[config.mk]
export PLATFORM = sky130hd
export DESIGN_NAME = line_edit_buffer
export DESIGN_NICKNAME = d
export VERILOG_FILES = /design/src/rtl/core/leb_pkg.sv /design/src/rtl/core/leb_seq.sv /design/src/rtl/core/leb_datapath.sv /design/src/rtl/core/line_edit_buffer.sv
export SDC_FILE = /design/constraint.sdc
export NUM_CORES = 1
export LEC_CHECK = 0
export ABC_AREA = 1
export BUFFER_PORTS_ARGS = -buffer_cell sky130_fd_sc_hd__buf_2
export CAP_MARGIN = 0
export CORE_ASPECT_RATIO = 0.9
export CORE_UTILIZATION = 50
export DETAILED_ROUTE_END_ITERATION = 16
export GPL_ROUTABILITY_DRIVEN = 0
export PLACE_DENSITY = 0.64
export SYNTH_ARGS = -nofsm -noshare
export SYNTH_HDL_FRONTEND = slang
export SYNTH_SLANG_ARGS = --single-unit
[constraint.sdc]
create_clock -name clk -period 5.4 [get_ports clk]
set_input_delay 1.62 -clock clk [delete_from_list [all_inputs] [get_ports clk]]
set_output_delay 1.62 -clock clk [all_outputs]
set_load 0.02 [all_outputs]
[src/rtl/core/leb_pkg.sv]
// leb_pkg: word types, key codes and the microcode table for the line edit buffer.
// No dependencies; used by every module under rtl/core.
`timescale 1ns / 1ps

package leb_pkg;

    // Input word: one key byte with its plain/extended mark.
    typedef struct packed {
        logic       kind;
        logic [7:0] key_code;
    } leb_key_t;

    // Output word: one line character or the status word that closes a key.
    typedef struct packed {
        logic       item_type;
        logic [7:0] char_value;
        logic [5:0] char_index;
        logic [5:0] cursor;
        logic [5:0] line_length;
        logic       insert_on;
        logic       finished;
        logic       last;
    } leb_res_t;

    localparam logic [7:0] KEY_BACKSPACE = 8'd8;
    localparam logic [7:0] KEY_ESCAPE    = 8'd27;
    localparam logic [7:0] KEY_LEFT      = 8'd75;
    localparam logic [7:0] KEY_RIGHT     = 8'd77;
    localparam logic [7:0] KEY_INSERT    = 8'd82;
    localparam logic [7:0] KEY_DELETE    = 8'd83;
    localparam logic [7:0] PRINT_LOW     = 8'd32;
    localparam logic [7:0] PRINT_HIGH    = 8'd126;

    localparam logic ITEM_CHAR   = 1'b0;
    localparam logic ITEM_STATUS = 1'b1;

    // Datapath actions
    localparam logic [2:0] ACT_ACCEPT = 3'd0;
    localparam logic [2:0] ACT_DECODE = 3'd1;
    localparam logic [2:0] ACT_SHIFT  = 3'd2;
    localparam logic [2:0] ACT_PUT    = 3'd3;
    localparam logic [2:0] ACT_READ   = 3'd4;
    localparam logic [2:0] ACT_CHAR   = 3'd5;
    localparam logic [2:0] ACT_STATUS = 3'd6;
    localparam logic [2:0] ACT_NOP    = 3'd7;

    // Jump conditions
    localparam logic [2:0] CND_NEXT       = 3'd0;
    localparam logic [2:0] CND_ALWAYS     = 3'd1;
    localparam logic [2:0] CND_NO_KEY     = 3'd2;
    localparam logic [2:0] CND_SHIFT_BUSY = 3'd3;
    localparam logic [2:0] CND_NO_REDRAW  = 3'd4;
    localparam logic [2:0] CND_MORE       = 3'd5;

    // Program steps
    localparam logic [2:0] ST_WAIT   = 3'd0;
    localparam logic [2:0] ST_DECODE = 3'd1;
    localparam logic [2:0] ST_SHIFT  = 3'd2;
    localparam logic [2:0] ST_PUT    = 3'd3;
    localparam logic [2:0] ST_READ   = 3'd4;
    localparam logic [2:0] ST_CHAR   = 3'd5;
    localparam logic [2:0] ST_STATUS = 3'd6;

    // One control word: action, jump condition, hold while output is blocked, target.
    typedef struct packed {
        logic [2:0] act;
        logic [2:0] cond;
        logic       hold;
        logic [2:0] target;
    } leb_ctrl_t;

    // Datapath status tested by the sequencer.
    typedef struct packed {
        logic key_live;
        logic shift_busy;
        logic no_redraw;
        logic more;
        logic out_blocked;
    } leb_flags_t;

    function automatic leb_ctrl_t ucode_word(input logic [2:0] step);
        leb_ctrl_t w;
        case (step)
            ST_WAIT:   w = '{act: ACT_ACCEPT, cond: CND_NO_KEY,     hold: 1'b0, target: ST_WAIT};
            ST_DECODE: w = '{act: ACT_DECODE, cond: CND_NEXT,       hold: 1'b0, target: ST_WAIT};
            ST_SHIFT:  w = '{act: ACT_SHIFT,  cond: CND_SHIFT_BUSY, hold: 1'b0, target: ST_SHIFT};
            ST_PUT:    w = '{act: ACT_PUT,    cond: CND_NO_REDRAW,  hold: 1'b0, target: ST_STATUS};
            ST_READ:   w = '{act: ACT_READ,   cond: CND_NEXT,       hold: 1'b0, target: ST_WAIT};
            ST_CHAR:   w = '{act: ACT_CHAR,   cond: CND_MORE,       hold: 1'b1, target: ST_READ};
            ST_STATUS: w = '{act: ACT_STATUS, cond: CND_ALWAYS,     hold: 1'b1, target: ST_WAIT};
            default:   w = '{act: ACT_NOP,    cond: CND_ALWAYS,     hold: 1'b0, target: ST_WAIT};
        endcase
        return w;
    endfunction

endpackage

[src/rtl/core/leb_seq.sv]
// leb_seq: step counter and jump logic over the microcode table.
// Depends on leb_pkg (control word, flags, program table).
`timescale 1ns / 1ps

module leb_seq
(
    input  logic                clk,
    input  logic                rst_n,
    input  leb_pkg::leb_flags_t flags,
    output leb_pkg::leb_ctrl_t  ctrl
);

    logic [2:0] step_reg;
    logic [2:0] step_next;
    logic       cond_true;

    assign ctrl = leb_pkg::ucode_word(step_reg);

    always_comb
    begin
        case (ctrl.cond)
            leb_pkg::CND_NEXT:       cond_true = 1'b0;
            leb_pkg::CND_ALWAYS:     cond_true = 1'b1;
            leb_pkg::CND_NO_KEY:     cond_true = !flags.key_live;
            leb_pkg::CND_SHIFT_BUSY: cond_true = flags.shift_busy;
            leb_pkg::CND_NO_REDRAW:  cond_true = flags.no_redraw;
            leb_pkg::CND_MORE:       cond_true = flags.more;
            default:                 cond_true = 1'b0;
        endcase
    end

    always_comb
    begin
        if (ctrl.hold && flags.out_blocked)
            step_next = step_reg;
        else if (cond_true)
            step_next = ctrl.target;
        else
            step_next = step_reg + 3'd1;
    end

    always_ff @(posedge clk or negedge rst_n)
    begin
        if (!rst_n)
            step_reg <= leb_pkg::ST_WAIT;
        else
            step_reg <= step_next;
    end

endmodule

[src/rtl/core/leb_datapath.sv]
// leb_datapath: line store, cursor/length/mode registers, shift engine and output register.
// Depends on leb_pkg; driven by the control word from leb_seq.
`timescale 1ns / 1ps

module leb_datapath
#(
    parameter int LINE_CAPACITY = 64
)
(
    input  logic                clk,
    input  logic                rst_n,
    input  leb_pkg::leb_ctrl_t  ctrl,
    output leb_pkg::leb_flags_t flags,
    input  logic                key_valid,
    output logic                key_stall,
    input  leb_pkg::leb_key_t   key,
    output logic                res_valid,
    input  logic                res_stall,
    output leb_pkg::leb_res_t   res
);

    localparam int PW = $clog2(LINE_CAPACITY);
    localparam logic [PW-1:0] LAST_POS = PW'(LINE_CAPACITY - 1);
    localparam logic [PW-1:0] ONE      = PW'(1);

    logic [7:0] mem [LINE_CAPACITY];
    logic [7:0] rd_data_reg;

    leb_pkg::leb_key_t key_reg;
    logic [PW-1:0] cur_reg, cur_next;
    logic [PW-1:0] len_reg, len_next;
    logic          ins_reg, ins_next;
    logic          done_reg, done_next;
    logic          redraw_reg, redraw_next;
    logic          put_en_reg, put_en_next;
    logic [PW-1:0] put_addr_reg, put_addr_next;
    logic [PW-1:0] cnt_reg, cnt_next;
    logic [PW-1:0] src_reg, src_next;
    logic          dir_right_reg, dir_right_next;
    logic          pend_reg, pend_next;
    logic [PW-1:0] pend_addr_reg, pend_addr_next;
    logic [PW-1:0] idx_reg, idx_next;
    logic          out_valid_reg, out_valid_next;
    leb_pkg::leb_res_t out_reg;

    logic          accept;
    logic          out_blocked;
    logic          out_load;
    logic          rd_en;
    logic [PW-1:0] rd_addr;
    logic          wr_en;
    logic [PW-1:0] wr_addr;
    logic [7:0]    wr_data;

    assign key_stall   = (ctrl.act != leb_pkg::ACT_ACCEPT);
    assign accept      = key_valid && !key_stall;
    assign out_blocked = out_valid_reg && res_stall;
    assign out_load    = ((ctrl.act == leb_pkg::ACT_CHAR) || (ctrl.act == leb_pkg::ACT_STATUS))
                         && !out_blocked;

    assign flags.key_live    = key_valid && !done_reg;
    assign flags.shift_busy  = (cnt_reg != '0);
    assign flags.no_redraw   = !redraw_reg || (len_reg == '0);
    assign flags.more        = ({1'b0, idx_reg} + {1'b0, ONE}) < {1'b0, len_reg};
    assign flags.out_blocked = out_blocked;

    // Memory port control
    assign rd_en   = ((ctrl.act == leb_pkg::ACT_SHIFT) && (cnt_reg != '0))
                     || (ctrl.act == leb_pkg::ACT_READ);
    assign rd_addr = (ctrl.act == leb_pkg::ACT_READ) ? idx_reg : src_reg;

    always_comb
    begin
        wr_en   = 1'b0;
        wr_addr = pend_addr_reg;
        wr_data = rd_data_reg;
        if (ctrl.act == leb_pkg::ACT_SHIFT)
        begin
            wr_en = pend_reg;
        end
        else if (ctrl.act == leb_pkg::ACT_PUT)
        begin
            wr_en   = put_en_reg;
            wr_addr = put_addr_reg;
            wr_data = key_reg.key_code;
        end
    end

    always_ff @(posedge clk)
    begin
        if (wr_en)
            mem[wr_addr] <= wr_data;
        if (rd_en)
            rd_data_reg <= mem[rd_addr];
    end

    // Edit state
    always_comb
    begin
        cur_next       = cur_reg;
        len_next       = len_reg;
        ins_next       = ins_reg;
        done_next      = done_reg;
        redraw_next    = redraw_reg;
        put_en_next    = put_en_reg;
        put_addr_next  = put_addr_reg;
        cnt_next       = cnt_reg;
        src_next       = src_reg;
        dir_right_next = dir_right_reg;
        pend_next      = pend_reg;
        pend_addr_next = pend_addr_reg;
        idx_next       = idx_reg;
        case (ctrl.act)
            leb_pkg::ACT_DECODE:
            begin
                redraw_next   = 1'b0;
                put_en_next   = 1'b0;
                cnt_next      = '0;
                pend_next     = 1'b0;
                put_addr_next = cur_reg;
                if (key_reg.kind)
                begin
                    if (key_reg.key_code == leb_pkg::KEY_LEFT && cur_reg != '0)
                        cur_next = cur_reg - ONE;
                    else if (key_reg.key_code == leb_pkg::KEY_RIGHT && cur_reg < len_reg)
                        cur_next = cur_reg + ONE;
                    else if (key_reg.key_code == leb_pkg::KEY_INSERT)
                        ins_next = !ins_reg;
                    else if (key_reg.key_code == leb_pkg::KEY_DELETE && cur_reg < len_reg)
                    begin
                        cnt_next       = len_reg - cur_reg - ONE;
                        src_next       = cur_reg + ONE;
                        dir_right_next = 1'b0;
                        len_next       = len_reg - ONE;
                        redraw_next    = 1'b1;
                    end
                end
                else
                begin
                    if (key_reg.key_code == leb_pkg::KEY_ESCAPE)
                        done_next = 1'b1;
                    if (key_reg.key_code == leb_pkg::KEY_BACKSPACE && cur_reg != '0)
                    begin
                        cnt_next       = len_reg - cur_reg;
                        src_next       = cur_reg;
                        dir_right_next = 1'b0;
                        cur_next       = cur_reg - ONE;
                        len_next       = len_reg - ONE;
                        redraw_next    = 1'b1;
                    end
                    else if (key_reg.key_code inside {[leb_pkg::PRINT_LOW:leb_pkg::PRINT_HIGH]})
                    begin
                        redraw_next = 1'b1;
                        if (ins_reg)
                        begin
                            if (len_reg < LAST_POS)
                            begin
                                cnt_next       = len_reg - cur_reg;
                                src_next       = len_reg - ONE;
                                dir_right_next = 1'b1;
                                put_en_next    = 1'b1;
                                len_next       = len_reg + ONE;
                                cur_next       = cur_reg + ONE;
                            end
                        end
                        else if (cur_reg < LAST_POS)
                        begin
                            put_en_next = 1'b1;
                            cur_next    = cur_reg + ONE;
                            if (cur_reg >= len_reg)
                                len_next = len_reg + ONE;
                        end
                    end
                end
            end
            leb_pkg::ACT_SHIFT:
            begin
                // issue one read, write back the word read last cycle
                if (cnt_reg != '0)
                begin
                    cnt_next       = cnt_reg - ONE;
                    pend_next      = 1'b1;
                    src_next       = dir_right_reg ? (src_reg - ONE) : (src_reg + ONE);
                    pend_addr_next = dir_right_reg ? (src_reg + ONE) : (src_reg - ONE);
                end
                else
                begin
                    pend_next = 1'b0;
                end
            end
            leb_pkg::ACT_PUT:
            begin
                idx_next = '0;
            end
            leb_pkg::ACT_CHAR:
            begin
                if (!out_blocked)
                    idx_next = idx_reg + ONE;
            end
            default:
            begin
                idx_next = idx_reg;
            end
        endcase
    end

    always_ff @(posedge clk or negedge rst_n)
    begin
        if (!rst_n)
        begin
            cur_reg       <= '0;
            len_reg       <= '0;
            ins_reg       <= 1'b1;
            done_reg      <= 1'b0;
            redraw_reg    <= 1'b0;
            put_en_reg    <= 1'b0;
            cnt_reg       <= '0;
            dir_right_reg <= 1'b0;
            pend_reg      <= 1'b0;
            idx_reg       <= '0;
            out_valid_reg <= 1'b0;
        end
        else
        begin
            cur_reg       <= cur_next;
            len_reg       <= len_next;
            ins_reg       <= ins_next;
            done_reg      <= done_next;
            redraw_reg    <= redraw_next;
            put_en_reg    <= put_en_next;
            cnt_reg       <= cnt_next;
            dir_right_reg <= dir_right_next;
            pend_reg      <= pend_next;
            idx_reg       <= idx_next;
            out_valid_reg <= out_valid_next;
        end
    end

    always_ff @(posedge clk)
    begin
        if (accept)
            key_reg <= key;
        put_addr_reg  <= put_addr_next;
        src_reg       <= src_next;
        pend_addr_reg <= pend_addr_next;
    end

    // Output register
    always_comb
    begin
        if (out_load)
            out_valid_next = 1'b1;
        else if (!res_stall)
            out_valid_next = 1'b0;
        else
            out_valid_next = out_valid_reg;
    end

    always_ff @(posedge clk)
    begin
        if (out_load)
        begin
            if (ctrl.act == leb_pkg::ACT_CHAR)
            begin
                out_reg.item_type  <= leb_pkg::ITEM_CHAR;
                out_reg.char_value <= rd_data_reg;
                out_reg.char_index <= 6'(idx_reg);
                out_reg.last       <= 1'b0;
            end
            else
            begin
                out_reg.item_type  <= leb_pkg::ITEM_STATUS;
                out_reg.char_value <= 8'd0;
                out_reg.char_index <= 6'd0;
                out_reg.last       <= 1'b1;
            end
            out_reg.cursor      <= 6'(cur_reg);
            out_reg.line_length <= 6'(len_reg);
            out_reg.insert_on   <= ins_reg;
            out_reg.finished    <= done_reg;
        end
    end

    assign res_valid = out_valid_reg;
    assign res       = out_reg;

endmodule

[src/rtl/core/line_edit_buffer.sv]
// Line edit buffer: one-line text editor driven by key words, microcoded control.
// A key is decoded, any tail shift moves one character per cycle (separate read and write
// ports on the line store), the new character is written, and the line is redrawn, each
// character read then emitted, held while the output stalls. Keys with no redraw go to the
// status word; keys after finished are taken with no output. Reset (async, rst_n low)
// clears cursor, length, finished, and sets insert mode; the line store is not cleared.
`timescale 1ns / 1ps

module line_edit_buffer
#(
    parameter int LINE_CAPACITY = 64
)
(
    input  logic              clk,
    input  logic              rst_n,
    input  logic              key_valid,
    output logic              key_stall,
    input  leb_pkg::leb_key_t key,
    output logic              res_valid,
    input  logic              res_stall,
    output leb_pkg::leb_res_t res
);

    // Control word from the program table; flags back from the datapath.
    leb_pkg::leb_ctrl_t  ctrl;
    leb_pkg::leb_flags_t flags;

    // Step counter walks the program: wait for a key word, decode it,
    // shift the tail, write the new character, then redraw when needed
    // and close with the status word.
    leb_seq u_seq
    (
        .clk   (clk),
        .rst_n (rst_n),
        .flags (flags),
        .ctrl  (ctrl)
    );

    // Line store, edit registers and the output register. The output
    // register lets the next key word in while the status word waits.
    leb_datapath
    #(
        .LINE_CAPACITY (LINE_CAPACITY)
    )
    u_dp
    (
        .clk       (clk),
        .rst_n     (rst_n),
        .ctrl      (ctrl),
        .flags     (flags),
        .key_valid (key_valid),
        .key_stall (key_stall),
        .key       (key),
        .res_valid (res_valid),
        .res_stall (res_stall),
        .res       (res)
    );

endmodule

==> implementation parameters, run 1 <==
Parameter                              Value

Run status
  Run status ... finished clean

Logic synthesis
  Number of warning messages in the yosys log ... 0
  Synthesized Nets ... a little under 3000
  Synthesis-stage register bit count ... 610
  Share of the yosys chip area belonging to registers ... 63.5%
  Cell area after synthesis ... 28600 um2
  Proportion of synthesized flip-flops having asynchronous set or reset ... about 5.6%
  Cells after Synth ... approximately 2900
  EDFF count, synth ... around 580
  Count of distinct cell types in the synthesized netlist ... 51
  Avg Cell Area, Syn ... around 10 um2
  Ys flop type ... sky130_fd_sc_hd__edfxtp_1

Drt
  Via count ... 20100
  Ratio of routed vias to standard cells ... approximately 5.4
  Post-route antenna net violation count ... 0
  Post-DR wirelength/cell ... 20.0 um
  DRC violation count after routing ... 0
  Final wirelength ... around 74000 um
  Number of DRC markers in iteration 0 ... 2435
  Pre-Repair DR Iteration Count ... 6

STA
  Worst hold slack ... 0.454 ns
  Achievable frequency ... between 0.2 and 0.25 GHz
  Layout Skew ... between 0.02 and 0.025 ns
  Worst slew slack as a fraction of its limit ... under 10%
  Share of the clock period used by the worst path ... 76.9%
  Setup repair after global routing missed its margin ... no
  Crit path setup slack, layout ... 1.25 ns
  Worst slew pin tran ... around 1.4 ns
  Setup Total Neg Slack ... 0 ns
  Setup-failing EPs final ... 0
  Final min period ... a little over 4 ns
  Hold violation total from the final report ... 0
  Pins Over Slew Limit ... 0

CTS
  Post-CTS Resized ... 0
  Master cell of the clock root buffer ... sky130_fd_sc_hd__clkbuf_16
  CTS Buf Count ... 59
  Clk sink count ... just over 600
  TritonCTS clock tree ... built
  CTS clock-pin slew for the worst setup and hold paths ... 0.06 ns
  Number of buffers inserted by post-CTS setup repair ... 0
  Count of hold buffers inserted by post-cts repair ... 0
  Depth of the CTS H-tree ... 2
  Buffer levels on the longest clock path ... 3
  Later-pin clock latency in the skew report ... 0.64 ns

Finish
  Layout cells sized above 1 ... about 7.7%
  Antenna cell count ... 0
  Synthesis-to-layout area growth ... 10.6%
  Final layout net count ... 2951
  Most frequent standard cell in the layout excluding fill and tap cells ... sky130_fd_sc_hd__nand2_1
  Commonest cells after routing, fill and taps aside ... 631 x sky130_fd_sc_hd__nand2_1, 579 x sky130_fd_sc_hd__nand3_1, 578 x sky130_fd_sc_hd__inv_1
  Max reg flops ... between 500 and 600
  Design Area, Final ... about 32000 um2
  Final instance count without filler cells ... 3713
  Number of filler instances in the final layout ... 4856

Critical path
  Worst flop-to-flop path endpoint ... u_dp.mem[30][1]$_DFFE_PP_
  Critical path data required time ... 5.65 ns
  Crit Reg-Reg Startpoint ... u_seq.step_reg[0]$_DFFE_PN0N_
  Max Fanout on Critical Path ... 11
  Worst-case reg-to-reg path depth ... 12
  Data arrival time at the worst-slack endpoint ... ~4.4 ns
  CP endpoint kind ... flip-flop
  Register-to-register setup slack ... roughly 1.2 ns
  Category of the worst setup path launch point ... flip-flop
  Worst setup path class ... reg -> reg

Floorplan
  Horizontal die dimension ... between 200 and 300 um
  Initial Util ... about half
  Row count ... 82
  Core region area ... between 50000 and 60000 um2
  Chip Height ... between 200 and 250 um
  I/O pin total ... 45
  Die Footprint ... ~58000 um2

Global routing
  Via count of the first global-routing pass ... roughly 19000
  Global-route congestion overflow total ... 0
  Largest net degree at the start of global routing ... between 100 and 150
  Antenna violations before repair ... 0
  Global-route wire length before repair ... 112000 um
  All-layer global routing usage ... between 20 and 30%

Pwr
  Maximum VDD drop ... between 700 and 800 uV
  Power density relative to cell area ... ~670 nW/um2
  Static leakage power ... 13.4 nW

Placement
  Post-DP HPWL ... 46000 um
  Placed Cells incl. Taps ... approximately 3600
  DP Worst Slack ... between 1 and 1.5 ns
  Instance area after placement ... about 30000 um2
  Port Buffers ... 44

Flow run
  Max-capacitance violation count ... 0

Min path
  Launch point of the worst hold path ... u_dp.done_reg$_DFFE_PN0P_
  Worst hold stages ... 0
  Worst min path class ... reg -> reg
  Hold Crit Endpoint ... u_dp.res[1]$_DFFE_PP_
==> power breakdown <==
group          leakage, nW  switching (mW)  internal (mW)
Combinational         6.77            7.52           2.60
Clock                0.980            1.81           2.56
Sequential            5.65           0.271           6.52
Total                 13.4            9.60           11.7
==> per-stage QoR <==
| stage | power [mW] | util [%] |
|---|---|---|
| 2_1_floorplan | 13.5 | - |
| 3_3_place_gp | 16.7 | 52.7 |
| 3_5_place_dp | 16.9 | 52.7 |
| 4_1_cts | 21.2 | 56.4 |
| 5_1_grt | 22.4 | 56.4 |
| 6_report | 21.3 | 56.4 |
==> logic make-up (layout without fill, tap and decap cells) <==
group | Yosys count | in the layout | synth area share, %
simple gates | 1384 | 1384 | 21.5
buf+inv | 711 | 775 | 9.90
flops | 610 | 610 | 63.5
compound gates | 115 | 115 | 2.40
xor+xnor | 38 | 38 | 1.16
fa+ha+maj | 31 | 31 | 1.38
mux | 4 | 4 | 0.184
==> final cells by class <==
type	count	area, um2	area share [%]
timing repair buffer	76	523	1.65
inverter	588	2210	6.98
clock buffer	78	1630	5.15
tap	756	946	2.99
sequential	610	18100	57.4
clock inverter	33	418	1.32
multi-input combinational	1572	7770	24.6
==> worst max-delay path by stage <==
stage	startpoint	endpoint	slack, ns
2_1_floorplan	u_seq.step_reg[0]$_DFFE_PN0N_	u_dp.mem[0][0]$_DFFE_PP_	0.44
3_3_place_gp	u_seq.step_reg[0]$_DFFE_PN0N_	u_dp.mem[23][0]$_DFFE_PP_	1.40
3_5_place_dp	u_seq.step_reg[0]$_DFFE_PN0N_	u_dp.mem[31][0]$_DFFE_PP_	1.25
4_1_cts	u_seq.step_reg[0]$_DFFE_PN0N_	u_dp.mem[31][4]$_DFFE_PP_	1.23
5_1_grt	u_seq.step_reg[0]$_DFFE_PN0N_	u_dp.mem[7][5]$_DFFE_PP_	0.94
6_report	u_seq.step_reg[0]$_DFFE_PN0N_	u_dp.mem[30][1]$_DFFE_PP_	1.25
==> worst max-delay path, cell delays in order, from the launching register on <==
cell and delay, ns:
sky130_fd_sc_hd__dfrtp_1 0.45, sky130_fd_sc_hd__inv_1 0.16, sky130_fd_sc_hd__ha_1 0.34, sky130_fd_sc_hd__nor2_2 0.11, sky130_fd_sc_hd__nand3_2 0.13, sky130_fd_sc_hd__nand2_4 0.10
sky130_fd_sc_hd__inv_2 0.10, sky130_fd_sc_hd__nand2_4 0.06, sky130_fd_sc_hd__nor2_4 0.27, sky130_fd_sc_hd__inv_2 0.17, sky130_fd_sc_hd__o22ai_2 0.48, sky130_fd_sc_hd__nand4_1 0.65
sky130_fd_sc_hd__nor2_1 0.75
==> routing by layer <==
layer	GRT usage, %	up-vias	wire length, um
li1	-	9485	-
met1	35.6	9605	31200
met2	41.5	846	35200
met3	4.75	122	6040
met4	7.27	0	1820
met5	0	-	0
==> Yosys cell counts (3+ instances only) <==
cell	n	area share (%)
sky130_fd_sc_hd__buf_4	13	0.34
sky130_fd_sc_hd__nand3_2	4	0.14
sky130_fd_sc_hd__inv_2	8	0.11
sky130_fd_sc_hd__inv_1	578	7.6
sky130_fd_sc_hd__o22ai_1	3	0.066
sky130_fd_sc_hd__nor4_1	4	0.087
sky130_fd_sc_hd__nor3_1	12	0.21
sky130_fd_sc_hd__nand2_1	631	8.3
sky130_fd_sc_hd__nor2_1	110	1.4
sky130_fd_sc_hd__clkbuf_1	26	0.34
sky130_fd_sc_hd__buf_1	3	0.039
sky130_fd_sc_hd__a31oi_1	3	0.066
sky130_fd_sc_hd__or2_1	4	0.087
sky130_fd_sc_hd__or2_2	5	0.11
sky130_fd_sc_hd__edfxtp_1	576	60
sky130_fd_sc_hd__nand2_2	5	0.11
sky130_fd_sc_hd__xor2_1	32	0.98
sky130_fd_sc_hd__xnor2_1	6	0.18
sky130_fd_sc_hd__nand3_1	580	10
sky130_fd_sc_hd__a21oi_1	22	0.39
sky130_fd_sc_hd__nor3_2	4	0.14
sky130_fd_sc_hd__buf_2	79	1.4
sky130_fd_sc_hd__o21ai_1	6	0.11
sky130_fd_sc_hd__ha_1	30	1.3
sky130_fd_sc_hd__dfrtp_1	33	2.9
sky130_fd_sc_hd__o21ai_2	8	0.25
sky130_fd_sc_hd__mux2i_1	3	0.11
sky130_fd_sc_hd__nand2_4	4	0.16
sky130_fd_sc_hd__o21ai_0	55	0.96
sky130_fd_sc_hd__o211ai_1	4	0.11
sky130_fd_sc_hd__nand4_1	13	0.28
(Power assumes the default switching activity.)
==> inputs of run 2 (changes only) <==
Settings changed: ABC_AREA 1 to 0, PLACE_DENSITY 0.64 to 0.66.
Clock period 5.4 ns to 3.78 ns, I/O delays scaled along.
==> run 2 against run 1 <==
  * Setup slack worse by 1.2 ns
  * Clock-buffer cell count is 1 higher
  * Combinational power increased by 92%
  * First-iteration DRC count rose by 14%
  * Non-clock buffer count up 156
  * Final area grew 21%
==> implementation parameters, run 2 <==
Parameter                              Value

Logic synthesis
  Area fraction of the dominant cell type after synthesis ... 52.7% (-7.8 points)
  Most instantiated library cell after synthesis ... sky130_fd_sc_hd__edfxtp_1
  Cells taking the most area after synthesis ... sky130_fd_sc_hd__edfxtp_1 53%, sky130_fd_sc_hd__mux2i_1 16%, sky130_fd_sc_hd__a221oi_1 6.9%
  Share of the yosys chip area belonging to registers ... 55.3% (-8.2 points)
  Cell area after synthesis ... 32800 um2 (+15%)
  Top cell types by occurrence after synthesis ... 576 x sky130_fd_sc_hd__edfxtp_1, 534 x sky130_fd_sc_hd__mux2i_1, 324 x sky130_fd_sc_hd__o22ai_1
  Cells after Synth ... 2636 (-8.9%)
  Ys flop type ... sky130_fd_sc_hd__edfxtp_1
  Avg Cell Area, Syn ... 12.5 um2 (+26%)
  Proportion of synthesized flip-flops having asynchronous set or reset ... 5.57% (unchanged)
  Yosys top cell by area ... sky130_fd_sc_hd__edfxtp_1
  Number of warning messages in the yosys log ... 0 (unchanged)
  Synthesized Nets ... 2680 (-8.8%)
  Count of distinct cell types in the synthesized netlist ... 67 (+31%)
  EDFF count, synth ... 576 (unchanged)
  Synthesis-stage register bit count ... 610 (unchanged)

Drt
  Post-route antenna net violation count ... 0 (unchanged)
  Final wirelength ... 97300 um (+31%)
  Number of DRC markers in iteration 0 ... 2767 (+14%)
  Via count ... 25200 (+26%)
  Ratio of routed vias to standard cells ... 6.95 (+29%)
  Post-DR wirelength/cell ... 26.8 um (+34%)
  DRC violation count after routing ... 0 (unchanged)
  Pre-Repair DR Iteration Count ... 6 (unchanged)

Critical path
  CP endpoint kind ... flip-flop
  Critical path data required time ... 4.15 ns (-1.50 ns)
  Cell-by-cell listing of the critical path ... inv_1 > ha_2 > nor4_4 > mux2_8 > buf_4 > a221oi_1 > o22ai_1 > o21ai_0 > nand4_1 > or4_1
  Data arrival time at the worst-slack endpoint ... 4.11 ns (-0.30 ns)
  Count of buffer and inverter cells on the critical path ... 2 (-1)
  Category of the worst setup path launch point ... flip-flop
  Max Fanout on Critical Path ... 13 (+2)
  Stage delay of the slowest cell on the critical path ... 0.47 ns (-0.28 ns)
  Worst setup path class ... reg -> reg
  CP delay by family, top ... simple AND/OR/NAND/NOR gates
  CP max-delay cell ... sky130_fd_sc_hd__mux2_8

Placement
  Port Buffers ... 44 (unchanged)
  Post-DP HPWL ... 58300 um (+27%)
  DP Worst Slack ... -0.352 ns (-1.60 ns)

Pwr
  Static leakage power ... 13.3 nW (-0.62%)
  Maximum VDD drop ... 883 uV (+24%)
  Power density relative to cell area ... 938 nW/um2 (+39%)

Floorplan
  Core region area ... 64500 um2 (+15%)
  Row count ... 88 (+7.3%)
  Die Footprint ... 66700 um2 (+15%)
  Horizontal die dimension ... 272 um (+7.1%)
  I/O pin total ... 45 (unchanged)
  Chip Height ... 245 um (+7.1%)
  Initial Util ... 50.9% (-0.066 points)

STA
  Worst slew pin tran ... 1.12 ns (-0.319 ns)
  Worst slew slack as a fraction of its limit ... 25.1% (+21 points)
  Setup Total Neg Slack ... 0 ns (unchanged)
  Layout Skew ... 0.0226 ns (+0.000419 ns)
  Achievable frequency ... 0.267 GHz (+11%)
  Setup repair after global routing missed its margin ... yes
  Hold violation total from the final report ... 0 (unchanged)
  Setup-failing EPs final ... 0 (unchanged)
  Worst hold slack ... 0.477 ns (+0.0225 ns)
  Final min period ... 3.74 ns (-0.414 ns)
  Share of the clock period used by the worst path ... 99.0% (+22 points)
  Crit path setup slack, layout ... 0.0393 ns (-1.21 ns)
  Pins Over Slew Limit ... 0 (unchanged)

Global routing
  Antenna violations before repair ... 3 (+3)
  Global-route wire length before repair ... 147000 um (+31%)
  All-layer global routing usage ... 28.6% (+2.9 points)
  Largest net degree at the start of global routing ... 69 (-50%)
  Via count of the first global-routing pass ... 24600 (+29%)
  Global-route congestion overflow total ... 0 (unchanged)

Finish
  Max reg flops ... 512 (unchanged)
  Most frequent standard cell in the layout excluding fill and tap cells ... sky130_fd_sc_hd__edfxtp_1
  Final layout net count ... 2760 (-6.5%)
  Commonest cells after routing, fill and taps aside ... 576 x sky130_fd_sc_hd__edfxtp_1, 527 x sky130_fd_sc_hd__mux2i_1, 319 x sky130_fd_sc_hd__o22ai_1
  Layout cells sized above 1 ... 16.8% (+9.1 points)
  Number of filler instances in the final layout ... 5133 (+5.7%)
  Synthesis-to-layout area growth ... 16.2%
  Antenna cell count ... 0 (unchanged)

CTS
  CTS clock-pin slew for the worst setup and hold paths ... 0.06 ns (about the same)
  Buffer levels on the longest clock path ... 3 (unchanged)
  Count of hold buffers inserted by post-cts repair ... 0 (unchanged)
  TritonCTS clock tree ... built
  Later-pin clock latency in the skew report ... 0.63 ns (about the same)
  Depth of the CTS H-tree ... 3 (+1)
  Master cell of the clock root buffer ... sky130_fd_sc_hd__clkbuf_16
  CTS Buf Count ... 70 (+19%)
  Clk sink count ... 610 (unchanged)

Min path
  Worst min path class ... reg -> reg

Run status
  Run status ... finished clean

Flow run
  Max-capacitance violation count ... 0 (unchanged)
-- run 2: cell count changes in the layout (fill, tap and decap cells not counted), moves of 37 or more --
| cell | before | now |
|---|---|---|
| sky130_fd_sc_hd__o22ai_1 | 3 | 319 |
| sky130_fd_sc_hd__nand3_1 | 579 | 37 |
| sky130_fd_sc_hd__inv_1 | 578 | 33 |
| sky130_fd_sc_hd__a221oi_2 | 0 | 37 |
| sky130_fd_sc_hd__mux2i_1 | 3 | 527 |
| sky130_fd_sc_hd__a22oi_1 | 2 | 64 |
| sky130_fd_sc_hd__nand2_1 | 631 | 65 |
| sky130_fd_sc_hd__buf_4 | 27 | 143 |
| sky130_fd_sc_hd__a221oi_1 | 0 | 211 |
-- run 2: power by group --
part	switching [mW]	total [mW]	internal, mW	leakage (nW)
clock network	2.91	6.77	3.86	1.09
logic	12.1	19.4	7.33	6.58
registers	0.540	9.61	9.07	5.64
-- run 2: per-layer routing --
layer,part of all wire (%),up-vias,track usage [%]
met2,46,1258,44.8
met3,8.8,182,4.84
met4,2.9,4,9.65
met1,42,12800,40.3
met5,0.029,-,0
li1,-,11000,-
-- run 2: final cells by class --
| cell class | count | area [um2] | share of cell area [%] |
|---|---|---|---|
| inverter | 33 | 124 | 0.325 |
| clock inverter | 51 | 482 | 1.26 |
| timing repair buffer | 232 | 2190 | 5.74 |
| sequential | 610 | 18200 | 47.6 |
| multi-input combinational | 1769 | 14300 | 37.6 |
| tap | 855 | 1070 | 2.80 |
| clock buffer | 79 | 1790 | 4.68 |
-- run 2: worst paths after layout --
check / slack, ns / depth (start not counted) / to / start
max in group asynchronous: 2.54 / 1 / u_dp.idx_reg[0]$_DFFE_PN0P_ / rst_n
min: 0.48 / 0 / u_dp.res[1]$_DFFE_PP_ / u_dp.done_reg$_DFFE_PN0P_
min reg2reg: 0.48 / 0 / u_dp.res[1]$_DFFE_PP_ / u_dp.done_reg$_DFFE_PN0P_
max reg2reg: 0.04 / 10 / u_dp.rd_data_reg[7]$_DFFE_PP_ / u_seq.step_reg[0]$_DFFE_PN0N_
min in group asynchronous: 0.61 / 1 / u_seq.step_reg[0]$_DFFE_PN0N_ / rst_n
max: 0.04 / 10 / u_dp.rd_data_reg[7]$_DFFE_PP_ / u_seq.step_reg[0]$_DFFE_PN0N_
-- run 2: kinds of logic (layout without fill, tap and decap cells) --
family / count (synthesis) / after routing / share of synthesized area (%)
DFF: 610 / 610 / 55.3
adders and majority gates: 31 / 31 / 1.20
AOI/OAI and AO/OA: 809 / 809 / 17.6
buffers and inverters: 257 / 395 / 3.07
and+or+nand+nor: 344 / 344 / 5.10
muxes: 552 / 552 / 16.9
xor gates and xnor gates: 33 / 33 / 0.880
-- run 2: what timing repair did --
item | in CTS | in global routing
buffers inserted | 1 | 1
cloned | 0 | 1
setup endpoints to repair | 64 | 228
resized for setup | 30 | 88
pin swaps | 2 | 16
-- run 2: worst register-to-register path: cells and delay by family (launching register included) --
family / cells / cell delay [ns]
mux: 1 / 0.47
compound gates: 3 / 0.95
flops: 1 / 0.42
buf+inv: 2 / 0.31
fa+ha+maj: 1 / 0.21
simple gates: 3 / 1.12
-- run 2: per-stage QoR --
step	total power, mW	cells	cell area (um2)	utilization (%)
finish	35.8	3629	38100	59.1
global route	37.2	3629	38100	59.1
CTS	34.8	3627	37600	58.3
detailed placement	27.8	3496	35200	54.6
global placement	27.4	3496	35200	54.6
floorplan	21.2	2636	32800	-
